### src/hdl/twkht_arith.sv
// Shared multiplier with exact floor division by 2^32-1 of its product.
// Used by the hash table sequencer for both hash terms and the row base.
// Depends on nothing.
module twkht_arith #(
    parameter int B_W = 11
) (
    input  logic               i_clk,
    input  logic               i_load,
    input  logic [31:0]        i_a,
    input  logic [B_W-1:0]     i_b,
    output logic [32+B_W-1:0]  o_prod,
    output logic [B_W-1:0]     o_quot
);

    logic [32+B_W-1:0] r_prod;
    logic [B_W-1:0]    prod_hi;
    logic [32:0]       hi_lo_sum;

    // Product register, loaded when the sequencer issues an operation
    always_ff @(posedge i_clk) begin
        if (i_load) begin
            r_prod <= i_a * (32+B_W)'(i_b);
        end
    end

    // x = q*2^32 + r = q*(2^32-1) + (q + r), and q + r < 2*(2^32-1)
    assign prod_hi   = r_prod[32+B_W-1:32];
    assign hi_lo_sum = 33'(prod_hi) + {1'b0, r_prod[31:0]};
    assign o_quot    = prod_hi + B_W'(hi_lo_sum >= 33'h0_FFFF_FFFF);
    assign o_prod    = r_prod;

endmodule

### config.mk
export PLATFORM = sky130hd
export DESIGN_NAME = twkht_arith
export DESIGN_NICKNAME = d
export VERILOG_FILES = /design/src/hdl/twkht_arith.sv
export SDC_FILE = /design/constraint.sdc
export NUM_CORES = 1
export LEC_CHECK = 0
export BUFFER_PORTS_ARGS = -buffer_cell sky130_fd_sc_hd__clkbuf_2
export CORE_ASPECT_RATIO = 0.75
export CORE_MARGIN = 5
export CORE_UTILIZATION = 35
export DETAILED_ROUTE_END_ITERATION = 7
export GPL_TIMING_DRIVEN = 0
export REMOVE_ABC_BUFFERS = 1
export SLEW_MARGIN = 20
export SYNTH_ARGS = -nofsm -noshare
export SYNTH_HDL_FRONTEND = slang
export SYNTH_SLANG_ARGS = --single-unit
### constraint.sdc
create_clock -name i_clk -period 8.75 [get_ports i_clk]
set_clock_uncertainty 0.15 [all_clocks]
set_input_delay 0 -clock i_clk [delete_from_list [all_inputs] [get_ports i_clk]]
set_output_delay 0 -clock i_clk [all_outputs]
set_load 0.01 [all_outputs]
==> results of run 1 <==
==> area by class of cell <==
| class | count | share of cell area (%) |
|---|---|---|
| clock buffer | 6 | 0.9079 |
| clock inverter | 1 | 0.2115 |
| inverter | 263 | 6.955 |
| multi-input combinational | 1074 | 74.93 |
| sequential | 43 | 9.097 |
| tap | 504 | 4.442 |
| timing repair buffer | 98 | 3.455 |
==> stage by stage <==
stage | hold WS [ns] | utilization [%]
after detailed placement | 0.3487 | 37.76
after global routing | 0.1221 | 38.19
after floorplan | -0.03750 | -
after global placement | 0.3333 | 37.76
after CTS | 0.08596 | 38.19
final | 0.09375 | 38.19
==> final timing paths <==
path | endpoint | slack (ns) | cells after the start
max | o_prod[39] | 2.70 | 21
min | o_prod[0] | 0.09 | 2
==> metal layers <==
| layer | vias to the layer above | part of all wire [%] | GRT usage (%) |
|---|---|---|---|
| met2 | 274 | 46 | 26.63 |
| met4 | 0 | 1.2 | 2.519 |
| met5 | - | 0 | 0 |
| met3 | 34 | 4.9 | 1.369 |
| met1 | 4918 | 48 | 24.61 |
| li1 | 4549 | - | - |
==> logic make-up (layout without fill, tap and decap cells) <==
logic type | Yosys count | in the layout | synth area share [%]
AO/OA/AOI/OAI | 160 | 160 | 8.683
XOR/XNOR | 53 | 53 | 3.521
adder cells (fa/ha/maj) | 364 | 364 | 49.91
buffers and inverters | 333 | 368 | 9.537
flip-flops | 43 | 43 | 9.793
multiplexers | 2 | 2 | 0.1518
AND/OR/NAND/NOR | 495 | 495 | 18.40
==> power breakdown <==
group / total (µW) / internal (µW) / switching, µW
clock network: 204 / 133 / 71.0
logic: 5180 / 2170 / 3010
registers: 719 / 579 / 141
total: 6100 / 2880 / 3220
==> Yosys cell counts, drive strengths merged (6+ instances only) <==
cell    number  area (µm²)
o21bai       6       45.04
nand4       10       62.56
nor3         8       40.04
a31oi        7       43.79
fa         270        5405
a21o        34       256.5
and2       156       975.9
nand2      234       878.3
xnor2       31       271.5
o21ai       27       138.9
clkbuf      68       255.2
xor2        22       192.7
nor2        25       101.4
a21oi       43       237.7
o21a         6       45.04
and3        14       87.58
ha          94        1176
inv        263       987.2
edfxtp      43        1291
nand3       27       140.1
==> worst max-delay path: cells and delay by family <==
family / cells / cell delay (ns)
simple gates: 2 / 0.46
fa+ha+maj: 6 / 2.99
compound gates: 8 / 1.73
buf+inv: 5 / 0.72
==> summary.md, run 1 <==
| Metric | Value |
|---|---|
| Post-synthesis cell count | `1450` |
| Vias/cell | `4.915` |
| Die height | `178.1 µm` |
| Non-Filler Instances | `1989` |
| Area taken by multi-input logic gates | `10640 µm²` |
| Iteration-0 DRC Markers | `535` |
| Req. time, crit path | `8.62 ns` |
| H-tree Lvls | `2` |
| Initial DRT Pass Iterations | `6` |
| FF+latch count, synth | `43` |
| Status | `complete, no violations` |
| Post-synthesis async set-or-reset flop share | `0%` |
| Global-route wire length before repair | `55.30 mm` |
| Die ar. | `41690 µm²` |
| Most common cell after layout, fill and taps aside | `fa_1` |
| Fin. Hold Viols | `0` |
| Post-route ant nets | `0` |
| Final Instance Area | `14190 µm²` |
| Tmin final | `6.053 ns` |
| Cell mode on critical path | `fa_1` |
| Register area | `1291 µm²` |
| Most frequent cells in the layout | `fa_1, inv_1, nand2_1, and2_1, clkbuf_2` |
| Slew of the pin with the lowest slew margin | `0.9721 ns` |
| Final setup fails | `0` |
| Clock root buffer | `clkbuf_16` |
| Worst Hold Launch | `i_a[0]` |
| Worst vdd ir | `0.2917 mV` |
| Syn avg cell area | `9.093 µm²` |
| Max_cap viols | `0` |
| Global route overflow | `0` |
| Largest net degree at the start of global routing | `44` |
| HP Class | `primary input to register` |
| Setup Buffers After CTS | `0` |
| Clock tree buffer depth | `2` |
| CTS Sinks | `43` |
| Synth cell types | `61` |
| Unrepaired setup endpoints after global routing | `false` |
| Area growth syn-to-layout | `7.658%` |
| Dpl cells | `1982` |
| YS warnings | `0` |
| Critical Path AT | `5.92 ns` |
| Sequential fraction of the synthesis area | `9.793%` |
| Number of global-route vias before repair | `10.48k` |
| Number of port buffers | `98` |
| Max Freq | `0.1652 GHz` |
| Setup TNS | `0 ns` |
| Share of the clock period used by the worst path | `69.18%` |
| Post_cts resized | `0` |
| Setup WS post-layout | `2.697 ns` |
| # hold bufs at CTS | `0` |
| Dominant synthesized flop cell | `edfxtp_1` |
| Leakage | `0.006957 µW` |
| Crit-path slowest cell | `fa_1` |
| Tot GR Track Use | `16.43%` |
| Crit path launch type | `primary input` |
| Pre-CTS setup slack | `2.473 ns` |
| Placed inst area | `14040 µm²` |
| Post-synth EDFFs | `43` |
| Die Wd | `234.1 µm` |
| Initial antenna violation count | `0` |
| Max reg flops | `43` |
| Total CTS buffers | `5` |
| Post-detail-place hpwl | `27.54 mm` |
| Placer Congestion | `0.8636` |
| Max stage delay on crit path | `0.55 ns` |
| Synth Cell Area | `13190 µm²` |
| CP startpoint | `i_b[7]` |
| CTS tree | `done` |
| PD cells | `429.9 nW/µm²` |
| Fin. max-slew vios | `0` |
| Core footprint | `37170 µm²` |
| Crit-path max FO | `32` |
| Filler cell count | `3737` |
| Row Count | `61` |
| Setup CP Type | `primary input to register` |
| Max-slew headroom | `35.19%` |
| Final Power | `6103 µW` |
| Clock-pin slew on the worst setup and hold paths | `0.06 ns` |
| Worst-path cell chain | `clkbuf_2 -> and2_1 -> fa_1 -> inv_1 -> fa_1 -> inv_1 -> fa_1 -> fa_1 -> inv_1 -> fa_1 -> inv_1 -> ha_1 -> a21oi_1 -> o211ai_1 -> a21oi_1 -> a211oi_2 -> o211ai_2 -> nand2_1 -> a22o_1 -> o21a_1 -> a311o_1` |
| Final WL | `32.97 mm` |
| Share of layout cells above drive strength 1 | `8.418%` |
| DRC | `0` |
| Starting Density | `35.47%` |
| Nets | `1894` |
| Post-DR wirelength/cell | `16.58 µm` |
| Crit end category | `register` |
| N_diodes | `0` |
| Num ports | `99` |
| Vias | `9775` |
Note: power is estimated with default switching activity, not from simulation.
==> run 2, diff against run 1 <==
==> constraint.sdc (replaced) <==
create_clock -name i_clk -period 5.1 [get_ports i_clk]
set_clock_uncertainty 0.15 [all_clocks]
set_input_delay 0 -clock i_clk [delete_from_list [all_inputs] [get_ports i_clk]]
set_output_delay 0 -clock i_clk [all_outputs]
set_load 0.01 [all_outputs]
==> run 2 against run 1 <==
Against the previous run:
- the flow now finishes with violations (hold timing, setup timing)
- critical path depth is 2 lower
- sequential share of layout area is 0.81 points lower
- cell count is 1.8% higher
- hold slack worse by 0.11 ns
- non-clock buffer count is 35 higher
- utilization is 3.7 points higher
- via count is 5.3% higher
==> summary.md, run 2 (synthesized netlist as in run 1, its figures left out) <==
| Metric | Value |
|---|---|
| Status | `finished with violations` |
| Most frequent cells in the layout | `fa_1, inv_1, nand2_1, and2_1, ha_1` |
| Setup CP Type | `primary input to register` |
| Vias | `10.30k` |
| Initial DRT Pass Iterations | `5` |
| Core footprint | `37170 µm²` |
| Crit path launch type | `primary input` |
| Global-route wire length before repair | `62.33 mm` |
| Share of the clock period used by the worst path | `101.4%` |
| Share of layout cells above drive strength 1 | `16.84%` |
| Die Wd | `234.1 µm` |
| Iteration-0 DRC Markers | `720` |
| Filler cell count | `3595` |
| Row Count | `61` |
| Tmin final | `5.173 ns` |
| Nets | `1929` |
| Max Freq | `0.1933 GHz` |
| Post-detail-place hpwl | `27.54 mm` |
| Placer Congestion | `0.8636` |
| Max_cap viols | `0` |
| Placed inst area | `14040 µm²` |
| Fin. Hold Viols | `1` |
| Setup WS post-layout | `-0.07287 ns` |
| Post-DR wirelength/cell | `19.63 µm` |
| Number of global-route vias before repair | `10.88k` |
| Starting Density | `35.47%` |
| Crit end category | `register` |
| H-tree Lvls | `2` |
| HP Class | `primary input to register` |
| Critical Path AT | `5.04 ns` |
| Hold_ws | `-0.01693 ns` |
| Final setup fails | `1` |
| DRC | `0` |
| Max-slew headroom | `33.11%` |
| Final WL | `39.73 mm` |
| Number of port buffers | `98` |
| Final Instance Area | `15590 µm²` |
| Fin. max-slew vios | `0` |
| Max reg flops | `43` |
| Crit-path max FO | `8` |
| Total CTS buffers | `5` |
| CTS tree | `done` |
| Unrepaired setup endpoints after global routing | `true` |
| Tot GR Track Use | `19.21%` |
| Violations in the final reports | `hold timing, setup timing` |
| N_diodes | `0` |
| Largest net degree at the start of global routing | `44` |
| Die height | `178.1 µm` |
| Slew of the pin with the lowest slew margin | `1.003 ns` |
| Vias/cell | `5.086` |
| Global route overflow | `0` |
| Area growth syn-to-layout | `18.23%` |
| Most common cell after layout, fill and taps aside | `fa_1` |
| Die ar. | `41690 µm²` |
| Initial antenna violation count | `2` |
| Clock-pin slew on the worst setup and hold paths | `0.06 ns` |
| CTS Sinks | `43` |
| Pre-CTS setup slack | `-1.177 ns` |
| Clock tree buffer depth | `2` |
| Clock root buffer | `clkbuf_16` |
| Post-route ant nets | `0` |
| Req. time, crit path | `4.97 ns` |
| Num ports | `99` |
## run 2: cell count changes in the layout (fill, tap and decap cells not counted), sizes merged
cell    delta
buf       +27
clkbuf     +8
## run 2: critical path, stage by stage
cell	delay, ns
clkbuf_16	0.15
nand2_4	0.06
fa_1	0.55
inv_2	0.04
fa_1	0.55
fa_1	0.45
fa_1	0.54
inv_2	0.04
fa_1	0.54
inv_2	0.05
ha_4	0.25
a21oi_4	0.17
o211ai_1	0.13
a221o_1	0.38
o211ai_2	0.23
nand2_1	0.09
a22o_1	0.24
o21a_1	0.21
a311o_1	0.34
## run 2: layout make-up
cell class | count | area [µm²] | area share, %
Multi-Input combinational cell | 1074 | 11130 | 71.40
Timing Repair Buffer | 133 | 1390 | 8.917
Sequential cell | 43 | 1291 | 8.283
Inverter | 263 | 987.2 | 6.333
Tap cell | 504 | 630.6 | 4.045
Clock buffer | 6 | 128.9 | 0.8267
Clock inverter | 1 | 30.03 | 0.1926
## run 2: stage by stage
stage                     cells  utilization [%]    TNS, ns
after CTS                  2019            41.39  -0.009323
after global placement     1982            37.76     -20.41
final                      2024            41.94   -0.07287
after floorplan            1380                -   -0.04305
after global routing       2024            41.94    -0.9808
after detailed placement   1982            37.76     -22.17
## run 2: repair_timing
item	CTS	global route
hold buffers	0	0
setup endpoints to repair	27	13
gates cloned	13	2
resized for setup	162	54
pin swaps	77	27
setup buffers	17	3
## run 2: final timing paths
path                   start          to  slack [ns]  cells after the start
worst max-delay path  i_b[5]  o_prod[39]       -0.07                     19
worst min-delay path  i_a[0]   o_prod[0]       -0.02                      2
## run 2: layer usage
layer | GRT usage (%) | up-vias | wire length, µm
met5 | 0 | - | 13
met4 | 4.304 | 2 | 905
met3 | 2.228 | 47 | 2722
met2 | 29.96 | 344 | 17650
met1 | 28.80 | 5282 | 18440
li1 | - | 4620 | -
Power of run 2 is not shown: default switching activity piles up to over one toggle a cycle in this logic, so the estimate is an artifact.
